$ cat src/hw/rtl/mcvs_pkg.sv
// ----------------------------------------------------------------------------
// mcvs_pkg: shared types and constants for the min-conflict value scorer
// Field structs for both channels, action codes, default sizes.
// ----------------------------------------------------------------------------
package mcvs_pkg;

  localparam int DEF_MAX_VARS   = 128;
  localparam int DEF_MAX_DOMAIN = 64;
  localparam int DEF_COUNT_BITS = 5;

  localparam logic [6:0] RST_DOMAIN_SIZE = 7'd40;
  localparam logic [7:0] RST_NUM_VARS    = 8'd100;

  localparam logic [0:0] REG_DOMAIN_SIZE = 1'b0;
  localparam logic [0:0] REG_NUM_VARS    = 1'b1;

  typedef enum logic [1:0] {
    ACT_LOAD    = 2'd0,
    ACT_SET     = 2'd1,
    ACT_REPLACE = 2'd2,
    ACT_FRESH   = 2'd3
  } action_t;

  typedef struct packed {
    logic [1:0]  action;
    logic [6:0]  var_index;
    logic [5:0]  value;
    logic [6:0]  other_var;
    logic        make_unset;
    logic [63:0] clash_mask;
  } in_item_t;

  typedef struct packed {
    logic signed [5:0] score;
    logic [4:0]        current_conflicts;
    logic [4:0]        min_conflicts;
    logic [63:0]       best_mask;
    logic [6:0]        best_count;
  } out_item_t;

endpackage

$ cat src/hw/rtl/mcvs_front.sv
// ----------------------------------------------------------------------------
// mcvs_front: input stage
// Takes input transfers into the queue and holds the config registers.
// ----------------------------------------------------------------------------
module mcvs_front (
  input  logic               clk,
  input  logic               rst,
  input  logic               in_valid,
  output logic               in_stall,
  input  mcvs_pkg::in_item_t in_data,
  input  logic               cfg_we,
  input  logic [0:0]         cfg_index,
  input  logic [7:0]         cfg_data,
  output logic [6:0]         domain_size,
  output logic [7:0]         num_vars,
  input  logic               q_full,
  output logic               q_push,
  output mcvs_pkg::in_item_t q_data
);
  import mcvs_pkg::*;

  assign in_stall = q_full;
  assign q_push   = in_valid && !q_full;
  assign q_data   = in_data;

  always_ff @(posedge clk) begin
    if (rst) begin
      domain_size <= RST_DOMAIN_SIZE;
      num_vars    <= RST_NUM_VARS;
    end else if (cfg_we) begin
      case (cfg_index)
        REG_DOMAIN_SIZE: domain_size <= cfg_data[6:0];
        REG_NUM_VARS:    num_vars    <= cfg_data;
        default: ;
      endcase
    end
  end

endmodule

$ cat config.mk
export PLATFORM = sky130hd
export DESIGN_NAME = mcvs_front
export DESIGN_NICKNAME = d
export VERILOG_FILES = /design/src/hw/rtl/mcvs_pkg.sv /design/src/hw/rtl/mcvs_front.sv
export SDC_FILE = /design/constraint.sdc
export NUM_CORES = 1
export LEC_CHECK = 0
export BUFFER_PORTS_ARGS = -buffer_cell sky130_fd_sc_hd__buf_2
export CAP_MARGIN = 20
export CORE_MARGIN = 5
export CORE_UTILIZATION = 26
export CTS_CLUSTER_DIAMETER = 30
export CTS_CLUSTER_SIZE = 24
export DETAILED_ROUTE_END_ITERATION = 12
export PLACE_DENSITY = 0.77
export SLEW_MARGIN = 40
export SYNTH_ARGS = -nofsm -noshare
export SYNTH_HDL_FRONTEND = slang
export SYNTH_SLANG_ARGS = --single-unit
$ cat constraint.sdc
create_clock -name clk -period 0.8 [get_ports clk]
set_input_delay 0.08 -clock clk [delete_from_list [all_inputs] [get_ports clk]]
set_output_delay 0.08 -clock clk [all_outputs]
set_load 0.1 [all_outputs]
Yosys cells after proc, flatten, opt, wreduce, memory -nomap -nowiden

Cells that the tools add are included.
W data, S select, Z words.

Flip-flop bits (word level): 15
Output and inout port bits: 104
Logic and storage cells: 7

Bitwise operators: 1
Reductions and logical operators: 4

Operator list:

| cell                | number |
|---|---|
| $reduce_and A2 Y1   | 2 |
| $logic_and A1 B1 Y1 | 1 |
| $logic_not A1 Y1    | 1 |
| $not A1 Y1          | 1 |

Depth between registers and ports, before layout

Gate-level depths: netlist of the first run.

Word-level depth: 2
Mapped depth: 3
Depth with buffers taken out: 2

Worst setup path after synthesis of the first run

Ideal clock, no wire load.

Kind: input port to output port
Start point: in q_full
End point: out q_push
Data arrival time: 1.415 ns
Required time: 0.720 ns
Slack: -0.695 ns
Stages: 1
Path through: nor2b_1

Word-level cells in the longest chain between the ends: 2

Ends and longest elaborated chain:

| item                | line             | source |
|---|---|---|
| start: declaration  | mcvs_front.sv:16 | `input logic q_full,` |
| $logic_not A1 Y1    | mcvs_front.sv:23 | `assign q_push = in_valid && !q_full;` |
| $logic_and A1 B1 Y1 | mcvs_front.sv:23 |  |
| end: declaration    | mcvs_front.sv:17 | `output logic q_push,` |

No other way between the ends.

Final worst setup path of the first run

Start point: reg num_vars[2]
End point: out num_vars[2]

RTL lines:

| item                     | line             | source |
|---|---|---|
| start: declaration       | mcvs_front.sv:15 | `output logic [7:0] num_vars,` |
| start signal: assignment | mcvs_front.sv:33 | `REG_NUM_VARS: num_vars <= cfg_data;` |

No word-level cell between the ends.

==> results of run 1 <==
-- worst paths after layout --
path / start / endpoint / slack, ns / depth (start not counted)
worst max-delay path: num_vars[2]$_SDFFE_PP1P_ / num_vars[2] / -0.06 / 1
worst min register to register: num_vars[6]$_SDFFE_PP1P_ / num_vars[6]$_SDFFE_PP1P_ / 0.48 / 1
worst max register to register: num_vars[7]$_SDFFE_PP0P_ / num_vars[7]$_SDFFE_PP0P_ / 0.05 / 2
worst min-delay path: cfg_data[7] / num_vars[7]$_SDFFE_PP0P_ / 0.1 / 3
-- layout make-up --
cell class	count	area (µm²)	area share, %
repair buffers	33	428	34.7
flip-flops and latches	15	357	28.9
multi-input cells	44	322	26.0
well taps	67	83.8	6.79
clock buffers	4	45.0	3.65
-- metrics by stage --
step,hold WS (ns),cells,power [W]
floorplan,0.221,151,0.00330
global placement,0.161,159,0.00151
detailed placement,0.161,159,0.00152
CTS,0.104,163,0.00211
global route,0.112,163,0.00218
finish,0.0980,163,0.00208
-- cells by family after synthesis --
group	after synthesis	synth area share, %
multiplexers	8	6.15
flip-flops	15	23.1
AND/OR/NAND/NOR	26	12.6
AO/OA/AOI/OAI	10	5.38
buffers and inverters	92	52.8
-- flip-flops by register name, summed over array words and instances (netlist names) --
name,flops
num_vars,8
domain_size,7
-- power groups by stage --
stage	Sequential [W]	Clock [W]	Combinational (W)
after floorplan	0.00109	0	0.00221
after global placement	0.000826	0	0.000684
after detailed placement	0.000825	0	0.000692
after CTS	0.000809	0.000610	0.000693
after global routing	0.000814	0.000657	0.000714
final	0.000808	0.000589	0.000685
-- synthesized netlist by cell type (all sizes together) --
master / count / area (µm²)
o21ai: 2 / 10.0
dfxtp: 15 / 300
a21bo: 2 / 20.0
nand3: 2 / 10.0
a21oi: 3 / 15.0
nand2b: 12 / 75.1
nand4bb: 2 / 22.5
and3: 2 / 12.5
and2: 1 / 7.51
and2b: 1 / 8.76
nor2b: 1 / 6.26
nand2: 1 / 6.26
nor2: 4 / 15.0
clkbuf: 1 / 3.75
buf: 91 / 684
a211oi: 1 / 7.51
mux2i: 8 / 80.1
a211o: 2 / 17.5
-- routing by layer --
layer	vias to the layer above	global-route usage (%)
li1	285	-
met1	289	6.89
met2	46	10.6
met3	34	5.43
met4	0	7.60
met5	-	0
==> run metrics, run 1 <==
outcome finished, violations left; failing checks setup timing; WL met1 751 µm; leakage 0.503 nW; sequential share of the synthesized area 23.1%; final instance area 0.00123 mm²; GRT overflow 0; flops & latches, synth 15; first-pass GRT wire length 3730 µm; DP HPWL 2110 µm; fmax 1170 MHz; Die Ht 80.8 µm; final core utilization 25.8%; total CTS buffers 3; synth warn 0; Worst-path clk slew 0.06 ns; syn_area_per_cell 8.63 µm²; worst hold path type in -> reg; Cell Area, Placed 0.00119 mm²; Post-DRT Antenna Nets 0; Longest Clk Path Bufs 2; Cell Area, Synth 0.00130 mm²; PnR worst setup slack -0.0573 ns; Sw Ratio 34.0%; initial antenna violation count 0; vias in the first global route 678; critical path peak fanout 2; number of post-CTS setup repair buffers 0; critical path cell sequence buf_12; nets 198; GRT Util Overall 7.53%; Clk pwr share 28.3%; DRC 0; final hold violation count 0; Setup WS pre-CTS -0.00243 ns; Initial DRC Count 7; CP Capture Type output port; leading cell type in the layout, fill and taps excluded buf_12; H-tree levels 1; Seq pwr share 38.8%; Top Layer Used met4; row count 25; critical path type reg -> out; Cells after Synth 151; Die X 80.8 µm; Die Footprint 0.00653 mm²; Syn Nets 252; clk sinks 15; share of layout cells above drive strength 1 59.4%; period utilization 107%; crit path launch type flop; core area 0.00479 mm²; largest net degree at the start of global routing 23; diode count 0; gpl congestion 0.685; RSZ-0062 raised after global routing true; final setup fails 15; most frequent cells in the layout buf_12 (17), dfxtp_4 (15), buf_2 (13); met3 WL 415 µm; Initial Util 27.2%; Psw 0.000707 W; post-cts sizing count 0; Worst path slowest cell dfxtp_4; DR WL/cell 15.6 µm; vias per cell 4.01; Comb pwr share 32.9%; synth unique cells 20; Slew headroom 78.9%; Max stage delay on crit path 0.37 ns; worst vdd ir 0.872 mV; number of vias in the routed layout 654; met2 wire length 1120 µm; total power divided by cell area 1690 mW/mm²; Clk Latency, worst-skew pair 0.24 ns; Area Growth Syn to Fin -5.19%; skew final 0 ns; CTS Root Cell clkbuf_8; fin crit period 0.857 ns; DRT Pass-1 Iters 3; layout filler cell count 487; Post-Route WL 2540 µm; maxcap violations 0; hold-fix buffers at CTS 0; Buffers & Inverters on Critical Path 1; Worst Max-Slew Pin Slew 0.317 ns; Pins Over Slew Limit 0; IO buf count 30; delay-heaviest family, CP flip-flops; CP required 0.72 ns; CTS tree yes; # IOs 205; Arrival @ worst endpoint 0.78 ns; internal power consumption 0.00137 W; TNS Setup -0.659 ns
No activity file was read; power rests on OpenSTA's default activity.
==> run 2, diff against run 1 <==
Settings changed: CORE_AREA set to 5 5 76 78, CORE_MARGIN 5 to not set, CORE_UTILIZATION 26 to not set, DIE_AREA set to 0 0 81 83, PLACE_DENSITY 0.77 to 0.75.
Clock period 0.8 ns to 0.9 ns, I/O delays scaled along.
==> run metrics, run 2 (same netlist as run 1, synthesis figures left out) <==
fmax 1150 MHz; H-tree levels 1 (unchanged); largest net degree at the start of global routing 23 (unchanged); RSZ-0062 raised after global routing false; Slew headroom 79.2% (+0.36 points); leakage 0.484 nW (-3.8%); most frequent cells in the layout buf_12 (17), dfxtp_4 (13), buf_2 (13); total power divided by cell area 1530 mW/mm² (-9.3%); skew final 0 ns (unchanged); Initial DRC Count 6 (-1); leading cell type in the layout, fill and taps excluded buf_12; CTS tree yes; final setup fails 0 (-15); number of vias in the routed layout 623 (-4.7%); final hold violation count 0 (unchanged); Clk Latency, worst-skew pair 0.24 ns (about the same); Arrival @ worst endpoint 0.78 ns (about the same); Regs by FF count num_vars: 8 flops, domain_size: 7 flops; core area 0.00501 mm² (+4.7%); share of layout cells above drive strength 1 58.1% (-1.3 points); worst hold path type in -> reg; Post-DRT Antenna Nets 0 (unchanged); DR WL/cell 15.4 µm (-0.87%); CP required 0.81 ns (+0.09 ns); Largest register FFs 8 (unchanged); layout filler cell count 550 (+13%); Worst Max-Slew Pin Slew 0.312 ns (-0.00547 ns); Pins Over Slew Limit 0 (unchanged); Top reg by flops num_vars; Die Ht 83 µm (+2.7%); gpl congestion 0.662 (-3.4%); nets 195 (-1.5%); vias in the first global route 670 (-1.2%); Initial Util 26.0% (-1.2 points); Die X 81 µm (+0.27%); worst vdd ir 1.01 mV (+16%); Area Growth Syn to Fin -7.40%; # IOs 205 (unchanged); delay-heaviest family, CP flip-flops; row count 26 (+4.0%); critical path peak fanout 2 (unchanged); Worst path slowest cell dfxtp_2; GRT overflow 0 (unchanged); crit path launch type flop; DRC 0 (unchanged); post-route non-filler standard cell count 163 (unchanged); Power Total 0.00184 W (-11%); Max stage delay on crit path 0.36 ns (about the same); critical path cell sequence buf_12; outcome finished, final reports clean; DP HPWL 2070 µm (-1.6%); first-pass GRT wire length 3680 µm (-1.5%); hold-fix buffers at CTS 0 (unchanged); reg2reg setup slack 0.15 ns (+0.10 ns); IO buf count 30 (unchanged); Worst-path clk slew 0.06 ns (about the same); fin crit period 0.871 ns; total CTS buffers 3 (unchanged); number of post-CTS setup repair buffers 0 (unchanged); Seq. cell area 352 µm² (-1.4%); GR Util met3 3.35% (-2.1 points); maxcap violations 0 (unchanged); TNS Setup 0 ns (+0.659 ns); Die Footprint 0.00672 mm² (+3.0%); Post-Route WL 2510 µm (-0.87%); met2 usage 10.3% (-0.29 points); clk sinks 15 (unchanged); placed cells 159 (unchanged); met1 usage 7.11% (+0.21 points); diode count 0 (unchanged); Buffers & Inverters on Critical Path 1 (unchanged); GRT Util Overall 7.05% (-0.48 points); Longest Clk Path Bufs 2 (unchanged); CTS Root Cell clkbuf_8; post-cts sizing count 0 (unchanged); CP Capture Type output port; DRT Pass-1 Iters 4 (+1); period utilization 96.8%; vias per cell 3.82 (-4.7%); Multi-input gate area 317 µm² (-1.6%); initial antenna violation count 0 (unchanged); GRT Max-Usage Layer met2; critical path type reg -> out
run 2: cell types whose count changed in the layout (fill, tap and decap cells not counted):
cell | before | now
dfxtp_2 | 0 | 2
nor2b_4 | 1 | 0
buf_4 | 3 | 0
dfxtp_4 | 15 | 13
nor2b_2 | 0 | 1
run 2: metal layers:
metal  share of wire [%]  vias to the layer above
li1                    -                      277
met1                  32                      272
met2                  45                       46
met3                  16                       28
met4                 7.8                        0
met5                   0                        -
run 2: layout make-up:
class | instances | share of cell area [%]
clock buffers | 4 | 3.73
repair buffers | 30 | 33.6
well taps | 70 | 7.26
multi-input cells | 44 | 26.2
flip-flops and latches | 15 | 29.1
run 2: worst paths after layout:
kind	start	to	cells after the start
max	num_vars[2]$_SDFFE_PP1P_	num_vars[2]	1
max reg2reg	num_vars[7]$_SDFFE_PP0P_	num_vars[7]$_SDFFE_PP0P_	2
min	cfg_data[7]	num_vars[7]$_SDFFE_PP0P_	3
min reg2reg	num_vars[6]$_SDFFE_PP1P_	num_vars[6]$_SDFFE_PP1P_	1
run 2: through the flow:
| step | utilization [%] | cell area (µm²) | hold WS, ns | setup WS, ns |
|---|---|---|---|---|
| 5_1_grt | 24.1 | 1210 | 0.133 | 0.0102 |
| 2_1_floorplan | - | 1360 | 0.231 | -0.0974 |
| 3_3_place_gp | 23.2 | 1160 | 0.181 | 0.0795 |
| 6_report | 24.1 | 1210 | 0.0937 | 0.0292 |
| 4_1_cts | 24.1 | 1210 | 0.0929 | 0.0227 |
| 3_5_place_dp | 23.2 | 1160 | 0.181 | 0.0682 |
run 2: report_power, final:
group	switching [W]	leakage (nW)	total [W]	internal, W
clock	0.000219	0.0228	0.000532	0.000313
sequential	0.0000377	0.130	0.000722	0.000684
combinational	0.000373	0.332	0.000591	0.000218
total	0.000630	0.484	0.00184	0.00121
