## src/hw/rtl/mcvs_pkg.sv

```systemverilog
// ----------------------------------------------------------------------------
// mcvs_pkg: shared types and constants for the min-conflict value scorer
// Field structs for both channels, action codes, default sizes.
// ----------------------------------------------------------------------------
package mcvs_pkg;

  localparam int DEF_MAX_VARS   = 128;
  localparam int DEF_MAX_DOMAIN = 64;
  localparam int DEF_COUNT_BITS = 5;

  localparam logic [6:0] RST_DOMAIN_SIZE = 7'd40;
  localparam logic [7:0] RST_NUM_VARS    = 8'd100;

  localparam logic [0:0] REG_DOMAIN_SIZE = 1'b0;
  localparam logic [0:0] REG_NUM_VARS    = 1'b1;

  typedef enum logic [1:0] {
    ACT_LOAD    = 2'd0,
    ACT_SET     = 2'd1,
    ACT_REPLACE = 2'd2,
    ACT_FRESH   = 2'd3
  } action_t;

  typedef struct packed {
    logic [1:0]  action;
    logic [6:0]  var_index;
    logic [5:0]  value;
    logic [6:0]  other_var;
    logic        make_unset;
    logic [63:0] clash_mask;
  } in_item_t;

  typedef struct packed {
    logic signed [5:0] score;
    logic [4:0]        current_conflicts;
    logic [4:0]        min_conflicts;
    logic [63:0]       best_mask;
    logic [6:0]        best_count;
  } out_item_t;

endpackage

```

## src/hw/rtl/mcvs_queue.sv

```systemverilog
// ----------------------------------------------------------------------------
// mcvs_queue: short queue between front and back
// Two-entry FIFO of input items; full/empty flags only.
// ----------------------------------------------------------------------------
module mcvs_queue (
  input  logic               clk,
  input  logic               rst,
  input  logic               push,
  input  mcvs_pkg::in_item_t push_data,
  output logic               full,
  input  logic               pop,
  output logic               empty,
  output mcvs_pkg::in_item_t pop_data
);
  import mcvs_pkg::*;

  in_item_t   mem [2];
  logic       wr_ptr;
  logic       rd_ptr;
  logic [1:0] fill;

  assign full     = (fill == 2'd2);
  assign empty    = (fill == 2'd0);
  assign pop_data = mem[rd_ptr];

  always_ff @(posedge clk) begin
    if (push) begin
      mem[wr_ptr] <= push_data;
    end
    if (rst) begin
      wr_ptr <= 1'b0;
      rd_ptr <= 1'b0;
      fill   <= 2'd0;
    end else begin
      if (push) wr_ptr <= ~wr_ptr;
      if (pop)  rd_ptr <= ~rd_ptr;
      fill <= fill + 2'(push) - 2'(pop);
    end
  end

endmodule

```

## config.mk

```make
export PLATFORM = sky130hd
export DESIGN_NAME = mcvs_queue
export DESIGN_NICKNAME = d
export VERILOG_FILES = /design/src/hw/rtl/mcvs_pkg.sv /design/src/hw/rtl/mcvs_queue.sv
export SDC_FILE = /design/constraint.sdc
export NUM_CORES = 1
export LEC_CHECK = 0
export BUFFER_PORTS_ARGS = -buffer_cell sky130_fd_sc_hd__buf_2
export CORE_ASPECT_RATIO = 1.1
export CORE_UTILIZATION = 25
export DETAILED_ROUTE_END_ITERATION = 7
export GPL_ROUTABILITY_DRIVEN = 0
export GPL_TIMING_DRIVEN = 0
export SYNTH_ARGS = -nofsm -noshare
export SYNTH_HDL_FRONTEND = slang
export SYNTH_SLANG_ARGS = --single-unit
```

## constraint.sdc

```tcl
create_clock -name clk -period 5.36 [get_ports clk]
set_input_delay 0.268 -clock clk [delete_from_list [all_inputs] [get_ports clk]]
set_output_delay 0.268 -clock clk [all_outputs]
set_load 0.02 [all_outputs]
```

## Word-level counts from Yosys, hierarchy flattened

Memory sizes are Yosys's and may differ from the RTL's. A register that Yosys moved wholly into a read port is not among the register bits.
Cells that the tools add are included.

- Flip-flop bits (word level): 4
- Memory bits (writable): 174
- Input bits: 91
- Output and inout port bits: 89
- Logic and storage cells: 14
- Memories kept: 1

- Add/sub/neg operators: 2
- Equal/unequal tests: 1
- Multiplexer cells: 4
- Bitwise operators: 2
- Reduce and logical (&&, ||, !) cells: 1

Memory list:

| memory | words | width | rd ports | clocked after memory_dff | write ports | RTL line | text |
|---|---|---|---|---|---|---|---|
| mem | 2 | 87 | 1 | 1 | 1 | mcvs_queue.sv:17 | `in_item_t mem [2];` |

Operators by type and width:

| operator | number |
|---|---|
| $mux W1 | 4 |
| $add A2 B1 Y2 | 1 |
| $eq A2 B2 Y1 const B | 1 |
| $logic_not A2 Y1 | 1 |
| $not A1 Y1 | 2 |
| $sub A2 B1 Y2 | 1 |

## Longest topological paths before layout

Gate-level depths: netlist (run 1).

- Word-level depth: 3
- Gate-level depth with buffers: 6
- Mapped depth without buffers: 6

## Worst setup path after synthesis (run 1)

OpenSTA, ideal clock, no wires.

- Kind: reg-to-reg
- Start: register wr_ptr
- End: memory mem[0][0] in the netlist's numbering (enable)
- Library setup time: 0.544 ns
- Data arrival time: 4.184 ns
- Required time: 4.816 ns
- Path slack: 0.633 ns
- Cell stages (with the launch flop): 2
- Buffers on the path: 0
- Period minus slack after synthesis: 4.727 ns
- Cells stage by stage: dfxtp_1 nor2b_1

RTL lines:

| what | RTL line | text |
|---|---|---|
| start: declaration | mcvs_queue.sv:18 | `logic wr_ptr;` |
| start signal: assignment | mcvs_queue.sv:35 | `if (push) wr_ptr <= ~wr_ptr;` |
| end: declaration | mcvs_queue.sv:17 |  |

No word-level cell before the write port.

==> results_dict.tcl, run 1 <==
set metrics [dict create \
    status "finished clean" \
    post-dp-hpwl_um 8680 \
    holdPathStages 1 \
    postCtsHoldBufs 0 \
    synth_area_mm2 0.00662 \
    wl_um 12600 \
    final_core_util_pct 33.1 \
    h-tree-depth 4 \
    drc 0 \
    vias 3331 \
    num-fill-cells 2562 \
    slew_headroom_pct 41.6 \
    p_per_area_mw_per_mm2 392 \
    crit_chain "buf_6, buf_6, buf_6, mux2_4, buf_2" \
    dieHeight_um 173 \
    min_period_over_period_pct 37.1 \
    crit_path_max_incr_delay_ns 0.32 \
    layout_common_cells "184 x buf_2, 174 x edfxtp_1, 57 x mux2_2" \
    criticalPathCategory "flop to output port" \
    grt_overflow 0 \
    worst_ep_required_time_ns 5.09 \
    clk_path_buf_depth 2 \
    ios 180 \
    cpLargestDelayFamily "buffers and inverters" \
    antenna_found_initial 1 \
    grt_pass1_wl_um 19300 \
    path_max_fanout 10 \
    cts.clk_slew.worst_paths_ns 0.07 \
    nNetsFinal 586 \
    synth_warnings 0 \
    worst_pin_slew_ns 0.875 \
    die_area_mm2 0.0271 \
    synth-seq-cells 179 \
    io_buffers 179 \
    cts.repair.resized 0 \
    grt_max_degree 49 \
    synth_cells 292 \
    final_area_mm2 0.00864 \
    setup-violations-final 0 \
    peakVddDrop_v 0.000162 \
    fin_ws_ns 3.37 \
    placed_cells 826 \
    crit_arrival_ns 1.72 \
    cts_root_buffer "clkbuf_16" \
    pre_cts_slack_ns 3.51 \
    ys_seq_area_share_pct 80.5 \
    reg2regPathDepth 2 \
    drive_above_1_share_pct 61.3 \
    cpMostUsedCell "buf_6" \
    start_util_pct 25.4 \
    power_leakage_nw 3.26 \
    syn_area_per_cell_um2 22.7 \
    holdWs_ns 0.0447 \
    final_cells 857 \
    fmax_mhz 503 \
    skew_ns 0.00781 \
    drv_cap 0 \
    hp-class "input port to flop" \
    rsz0062_at_grt "no" \
    crit_path_top_delay_cell "dfxtp_1" \
    clkSinkCount 179 \
    layout_min_cycle_time_ns 1.99 \
    syn-num-nets 385 \
    core_area_mm2 0.0261 \
    viasPerCell 3.89 \
    syn2layout_area_growth_pct 30.6 \
    path_depth 5 \
    postCtsSetupBuffers 0 \
    grt_pass1_vias 3704 \
    cts_tree "built" \
    slew_violations 0 \
    first_pass_iters 6 \
    dieWidth_um 157 \
    detail-route-antenna-nets 0 \
    final_common_cell "buf_2" \
    placed_cell_area_mm2 0.00803 \
    core.rowCount 62 \
    grt_use_total_pct 9.51 \
    wl_per_cell_um 14.7 \
    startpoint_type "flop" \
    critical_path_buf_inv_count 4 \
    cts_buffers 17 \
    ys_types 13 \
    drtIter0Drc 106 \
    cp-end-kind "output port" \
    finalHoldViolCount 0 \
    clock_latency_ns 0.41 \
]
==> cells by family (layout without fill, tap and decap cells) <==
group         Yosys count  count (layout)  share of synthesized area [%]
xor+xnor                3               3                          0.605
fa+ha+maj               2               2                          0.378
buf+inv                12             224                           1.34
flops                 179             179                           80.5
mux                    87              87                           16.5
other cells             0               1                              0
simple gates            9               9                          0.662
==> final cells by class <==
class / count / area (µm²) / share of cell area (%)
repair buffers: 182 / 963 / 11.2
well taps: 352 / 440 / 5.10
clock inverters: 12 / 179 / 2.07
clock buffers: 18 / 429 / 4.97
diodes: 1 / 2.50 / 0.0290
plain buffers: 10 / 81.3 / 0.941
multi-input cells: 101 / 1210 / 14.0
inverters: 2 / 7.51 / 0.0869
flip-flops and latches: 179 / 5330 / 61.6
==> path summary, 6_finish.rpt <==
path / from / to / slack, ns
worst min register to register: rd_ptr$_SDFFE_PP0P_ / flop / 0.52
worst max-delay path: flop / pop_data[61] / 3.37
worst min-delay path: push_data[63] / mem[0][63]$_DFFE_PP_ / 0.04
worst max register to register: wr_ptr$_SDFFE_PP0P_ / mem[0][19]$_DFFE_PP_ / 3.65
==> cells in the mapped netlist <==
library cell	instances	area share [%]
and2_1	1	0.095
buf_2	5	0.38
buf_6	5	0.85
dfxtp_1	5	1.5
edfxtp_1	174	79
ha_1	2	0.38
inv_1	2	0.11
mux2_2	57	9.7
mux2_4	30	6.8
nor2_1	5	0.28
nor2b_1	3	0.28
xnor2_1	2	0.26
xnor3_1	1	0.34
==> stage by stage <==
step	TNS [ns]	total power, mW
final	0	3.39
after global placement	-142.44	2.12
after global routing	0	3.53
after CTS	0	3.45
after detailed placement	0	2.13
after floorplan	0	1.97
==> layer usage <==
metal / track usage (%) / vias up / part of all wire (%)
met4: 3.16 / 0 / 0.87
met1: 10.4 / 1671 / 40
met3: 3.33 / 5 / 6.2
met2: 17.0 / 103 / 52
li1: - / 1552 / -
met5: 0 / - / 0
==> sequential cells by signal, indices dropped and copies added, names as in the netlist, named ones only <==
signal and cells:
fill 2, mem 174, rd_ptr 1, wr_ptr 1
==> power breakdown <==
part	internal (mW)	switching [mW]	total, mW	leakage [nW]
registers	1.63	0.0218	1.65	1.67
logic	0.189	0.245	0.435	1.29
clock network	0.780	0.518	1.30	0.291
total	2.60	0.785	3.39	3.26
==> worst register-to-register path: cells and delay by family (launching register included) <==
family / cells / cell delay, ns
simple gates: 1 / 0.71
flops: 1 / 0.36
buf+inv: 1 / 0.31
(Power assumes the default switching activity.)
==> run 2: changes to the inputs <==
- ABC_AREA: default -> 1
- clock period: 5.36 -> 2.05 ns (I/O delays scaled with it)
==> results_dict.tcl, run 2 <==
set metrics [dict create \
    status "finished clean" \
    p_sw_mw 2.10 \
    worst_pin_slew_ns 0.779 \
    top_register "mem" \
    fin_ws_ns 0.192 \
    viasPerCell 3.91 \
    antenna_found_initial 1 \
    synth_cells 302 \
    layout_common_cells "184 x buf_2, 174 x edfxtp_1, 90 x dlygate4sd3_1" \
    ys_types 14 \
    placed_cells 837 \
    syn_area_per_cell_um2 21.9 \
    synth_area_leaders "edfxtp_1 79%, mux2_2 9.7%, mux2_4 6.8%, dfxtp_1 1.5%, buf_6 0.85%" \
    dieHeight_um 173 \
    synth-seq-cells 179 \
    ys.flop_type "edfxtp_1" \
    postSynth.asyncResetShare_pct 0 \
    core.rowCount 62 \
    criticalPathCategory "flop to output port" \
    final_cells 960 \
    dieWidth_um 157 \
    hp-class "input port to flop" \
    setup-violations-final 0 \
    largest_register_ffs 174 \
    postCtsSetupBuffers 0 \
    synth_edf_count 174 \
    h-tree-depth 4 \
    wl_um 13900 \
    detail-route-antenna-nets 0 \
    crit_arrival_ns 1.76 \
    ys_seq_area_share_pct 80.4 \
    p_sw_share_pct 23.1 \
    power_mw 9.08 \
    rsz0062_at_grt "no" \
    drv_cap 0 \
    met2_length_um 7290 \
    crit_chain "buf_6, buf_2, mux2_2, buf_2" \
    cp-end-kind "output port" \
    seq_power_share_pct 47.2 \
    p_per_area_mw_per_mm2 945 \
    final_core_util_pct 36.9 \
    grt_max_degree 43 \
    vias 3753 \
    synth_top_area_cell "edfxtp_1" \
    crit_path_top_delay_cell "mux2_2" \
    fmax_mhz 538 \
    cts.repair.resized 0 \
    worst_ep_required_time_ns 1.95 \
    synth_commonest_cells "174 x edfxtp_1, 57 x mux2_2, 30 x mux2_4, 8 x inv_1, 8 x nor2_1" \
    crit_path_max_incr_delay_ns 0.38 \
    synth_area_mm2 0.00662 \
    nNetsFinal 687 \
    cts.clk_slew.worst_paths_ns 0.07 \
    first_pass_iters 4 \
    start_util_pct 25.4 \
    syn2layout_area_growth_pct 45.1 \
    pre_cts_slack_ns 0.406 \
    cts_tree "built" \
    drtIter0Drc 116 \
    drive_above_1_share_pct 51.7 \
    post-dp-hpwl_um 9020 \
    grt_pass1_vias 4163 \
    cpMostUsedCell "buf_2" \
    combPwrFrac_pct 13.3 \
    clock_latency_ns 0.42 \
    path_max_fanout 10 \
    final_common_cell "buf_2" \
    clk_path_buf_depth 2 \
    skew_ns 0.00790 \
    slew_violations 0 \
    power_leakage_nw 3.67 \
    synth_top_area_share_pct 78.9 \
    core_area_mm2 0.0261 \
    cts_root_buffer "clkbuf_16" \
    finalHoldViolCount 0 \
    synth_warnings 0 \
    dr_wl_met3_um 819 \
    slew_headroom_pct 47.9 \
    syn-num-nets 395 \
    top_layer "met4" \
    cts_buffers 17 \
    grt_overflow 0 \
    met1_length_um 5660 \
    io_buffers 179 \
    yosysMostFrequentCell "edfxtp_1" \
    grt_use_total_pct 10.4 \
    min_period_over_period_pct 90.6 \
    ios 180 \
    clockPowerShare_pct 39.5 \
    internal-power_mw 6.98 \
    top_regs "mem x174, fill x2" \
    peakVddDrop_v 0.000457 \
    layout_min_cycle_time_ns 1.86 \
    wl_per_cell_um 14.5 \
    clkSinkCount 179 \
    drc 0 \
    startpoint_type "flop" \
    die_area_mm2 0.0271 \
    grt_pass1_wl_um 21100 \
    num-fill-cells 2482 \
]
==> run 2: cell types whose count changed after synthesis, sizes merged <==
cell and change:
nor2 +3, nor2b -3, xnor3 -1, a21oi +1, nand3 +1, nand2 +4, nor3 +1, inv +6
and2 -1, xnor2 -1
==> run 2: worst paths after layout <==
kind	startpoint	slack, ns	to	depth (start not counted)
setup / recovery	flop	0.19	pop_data[49]	4
hold / removal	push_data[63]	0.41	mem[0][63]$_DFFE_PP_	2
setup reg to reg	wr_ptr$_SDFFE_PP0P_	0.44	mem[0][86]$_DFFE_PP_	2
hold reg to reg	wr_ptr$_SDFFE_PP0P_	0.53	wr_ptr$_SDFFE_PP0P_	2
==> run 2: cell families after synthesis <==
family                     Yosys count  synth area share (%)
AOI/OAI and AO/OA                    1                0.0755
xor gates and xnor gates             1                 0.132
adders and majority gates            2                 0.378
buffers and inverters               18                  1.68
DFF                                179                  80.4
muxes                               87                  16.5
and+or+nand+nor                     14                 0.831
==> run 2: timing repair <==
item,4_1_cts,5_1_grt
hold endpoints to repair,179,0
hold buffers,90,0
setup endpoints to repair,0,0
==> run 2: cell type report <==
cell class / count / area [µm²] / share of cell area, %
Inverter: 8 / 33.8 / 0.352
Clock inverter: 14 / 221 / 2.30
Antenna cell: 1 / 2.50 / 0.0260
Sequential cell: 179 / 5330 / 55.4
Clock buffer: 18 / 429 / 4.47
Multi-Input combinational cell: 105 / 1200 / 12.4
Tap cell: 352 / 440 / 4.58
Buffer: 10 / 81.3 / 0.846
Timing Repair Buffer: 273 / 1880 / 19.5
==> run 2: layer usage <==
metal  track usage, %  vias to the layer above
met1             11.1                     1861
met5                0                        -
met3             3.83                       11
li1                 -                     1757
met4             3.52                        0
met2             18.6                      124
==> run 2: power by group through the flow <==
stage               Combinational (mW)  Clock (mW)  Sequential [mW]
floorplan                        0.685           0             4.35
global placement                  1.04           0             4.36
detailed placement                1.09           0             4.36
CTS                               1.23        3.72             4.28
global route                      1.30        3.86             4.30
finish                            1.21        3.59             4.28
==> run 2: through the flow <==
step                      setup TNS [ns]  hold WS, ns  cell area [µm²]
after CTS                              0        0.373             9610
after floorplan                    -1.30        0.174             6640
after detailed placement               0        0.293             8050
after global routing                   0        0.384             9610
final                                  0        0.407             9610
after global placement           -119.87        0.290             7970
==> run 2: critical path: cells and delay by family (launching register included) <==
| kind | cells | cell delay (ns) |
|---|---|---|
| DFF | 1 | 0.33 |
| muxes | 1 | 0.38 |
| buffers and inverters | 3 | 0.62 |
==> run 3: changes to the inputs <==
- CORE_UTILIZATION: 25 -> 30
==> results_dict.tcl, run 3 (synthesis results as in run 2) <==
set metrics [dict create \
    rsz0062_at_grt "no" \
    skew_ns 0.00765 \
    combPwrFrac_pct 14.1 \
    drc 0 \
    drv_cap 0 \
    dieHeight_um 158 \
    io_buffers 179 \
    placed_cells 776 \
    layout_common_cells "184 x buf_2, 174 x edfxtp_1, 90 x dlygate4sd3_1" \
    grt_use_total_pct 12.2 \
    final_core_util_pct 44.0 \
    drive_above_1_share_pct 52.1 \
    nNetsFinal 688 \
    h-tree-depth 4 \
    seq_power_share_pct 49.9 \
    top_regs "mem x174, fill x2" \
    largest_register_ffs 174 \
    grt_pass1_wl_um 20400 \
    cts.repair.resized 0 \
    vias 3741 \
    criticalPathCategory "flop to output port" \
    cts_tree "built" \
    r2r-end "mem[0][66]$_DFFE_PP_" \
    top_register "mem" \
    p_sw_mw 2.17 \
    final.setup.tns_ns 0 \
    reg2reg_slack_ns 0.31 \
    worst_pin_slew_ns 0.767 \
    power_leakage_nw 3.65 \
    slew_headroom_pct 48.8 \
    cts_root_buffer "clkbuf_16" \
    reg2regPathDepth 3 \
    cp-end-kind "output port" \
    p_per_area_mw_per_mm2 907 \
    antenna_found_initial 0 \
    startpoint_type "flop" \
    fmax_mhz 544 \
    die_area_mm2 0.0227 \
    grt_pass1_vias 4042 \
    r2r-start "wr_ptr$_SDFFE_PP0P_" \
    slew_violations 0 \
    post-dp-hpwl_um 8590 \
    n_antenna_cell 0 \
    fin_ws_ns 0.211 \
    holdWs_ns 0.405 \
    cts_buffers 17 \
    pre_cts_slack_ns 0.243 \
    first_pass_iters 4 \
    syn2layout_area_growth_pct 42.9 \
    peakVddDrop_v 0.000532 \
    clockPowerShare_pct 36.0 \
    hp-class "input port to flop" \
    clk_path_buf_depth 2 \
    hp-start "push_data[83]" \
    path_max_fanout 10 \
    finalHoldViolCount 0 \
    holdPathEnd "mem[0][83]$_DFFE_PP_" \
    detail-route-antenna-nets 0 \
    worst_ep_required_time_ns 1.95 \
    clkSinkCount 179 \
    power_mw 8.58 \
    ios 180 \
    core.rowCount 56 \
    placed_cell_area_mm2 0.00800 \
    crit_arrival_ns 1.74 \
    min_period_over_period_pct 89.7 \
    p_sw_share_pct 25.3 \
    final_cells 898 \
    cts.clk_slew.worst_paths_ns 0.07 \
    grt_max_degree 37 \
    setup-violations-final 0 \
    dieWidth_um 144 \
    wl_per_cell_um 14.9 \
    final_common_cell "buf_2" \
    holdPathStages 2 \
    core_area_mm2 0.0215 \
    wl_um 13400 \
    status "finished clean" \
    grt_overflow 0 \
    drtIter0Drc 132 \
    start_util_pct 30.8 \
    viasPerCell 4.17 \
    layout_min_cycle_time_ns 1.84 \
    clock_latency_ns 0.41 \
    internal-power_mw 6.42 \
    final_area_mm2 0.00946 \
]
==> run 3: layout make-up <==
class	instances	area, µm²
fill	1910	12000
sequential	179	5330
timing repair buffer	274	1900
multi-input combinational	105	1200
clock buffer	17	425
tap	290	363
clock inverter	15	133
buffer	10	81.3
inverter	8	33.8
==> run 3: worst max-delay path by stage <==
stage / from / end / slack [ns] / cells past startpoint
finish: flop / pop_data[82] / 0.21 / 5
global placement: wr_ptr$_SDFFE_PP0P_ / mem[1][58]$_DFFE_PP_ / -0.83 / 2
CTS: flop / pop_data[59] / 0.15 / 5
global route: flop / pop_data[81] / 0.11 / 5
detailed placement: wr_ptr$_SDFFE_PP0P_ / mem[0][71]$_DFFE_PP_ / 0.24 / 3
floorplan: wr_ptr$_SDFFE_PP0P_ / mem[1][0]$_DFFE_PP_ / -0.01 / 2
==> run 3: power groups by stage <==
stage          logic (mW)  registers, mW  clock network (mW)
4_1_cts              1.23           4.28                3.19
5_1_grt              1.31           4.30                3.34
6_report             1.21           4.28                3.09
3_5_place_dp         1.09           4.36                   0
2_1_floorplan       0.685           4.35                   0
3_3_place_gp         1.04           4.36                   0
==> run 3: repair_timing <==
action | in CTS | in global routing
endpoints found under the hold margin | 179 | 0
hold buffers | 90 | 0
buffers inserted | 0 | 0
==> run 3: critical path, cell delays in order (launching register included) <==
cell     delay, ns
dfxtp_1       0.32
buf_6         0.14
buf_6         0.18
buf_6         0.20
mux2_4        0.32
buf_2         0.16
==> run 3: metal layers <==
metal | share of wire, % | track usage, % | up-vias
met3 | 5.5 | 3.60 | 9
met4 | 1.2 | 4.51 | 0
met1 | 41 | 13.2 | 1838
li1 | - | - | 1774
met2 | 52 | 22.4 | 120
met5 | 0 | 0 | -
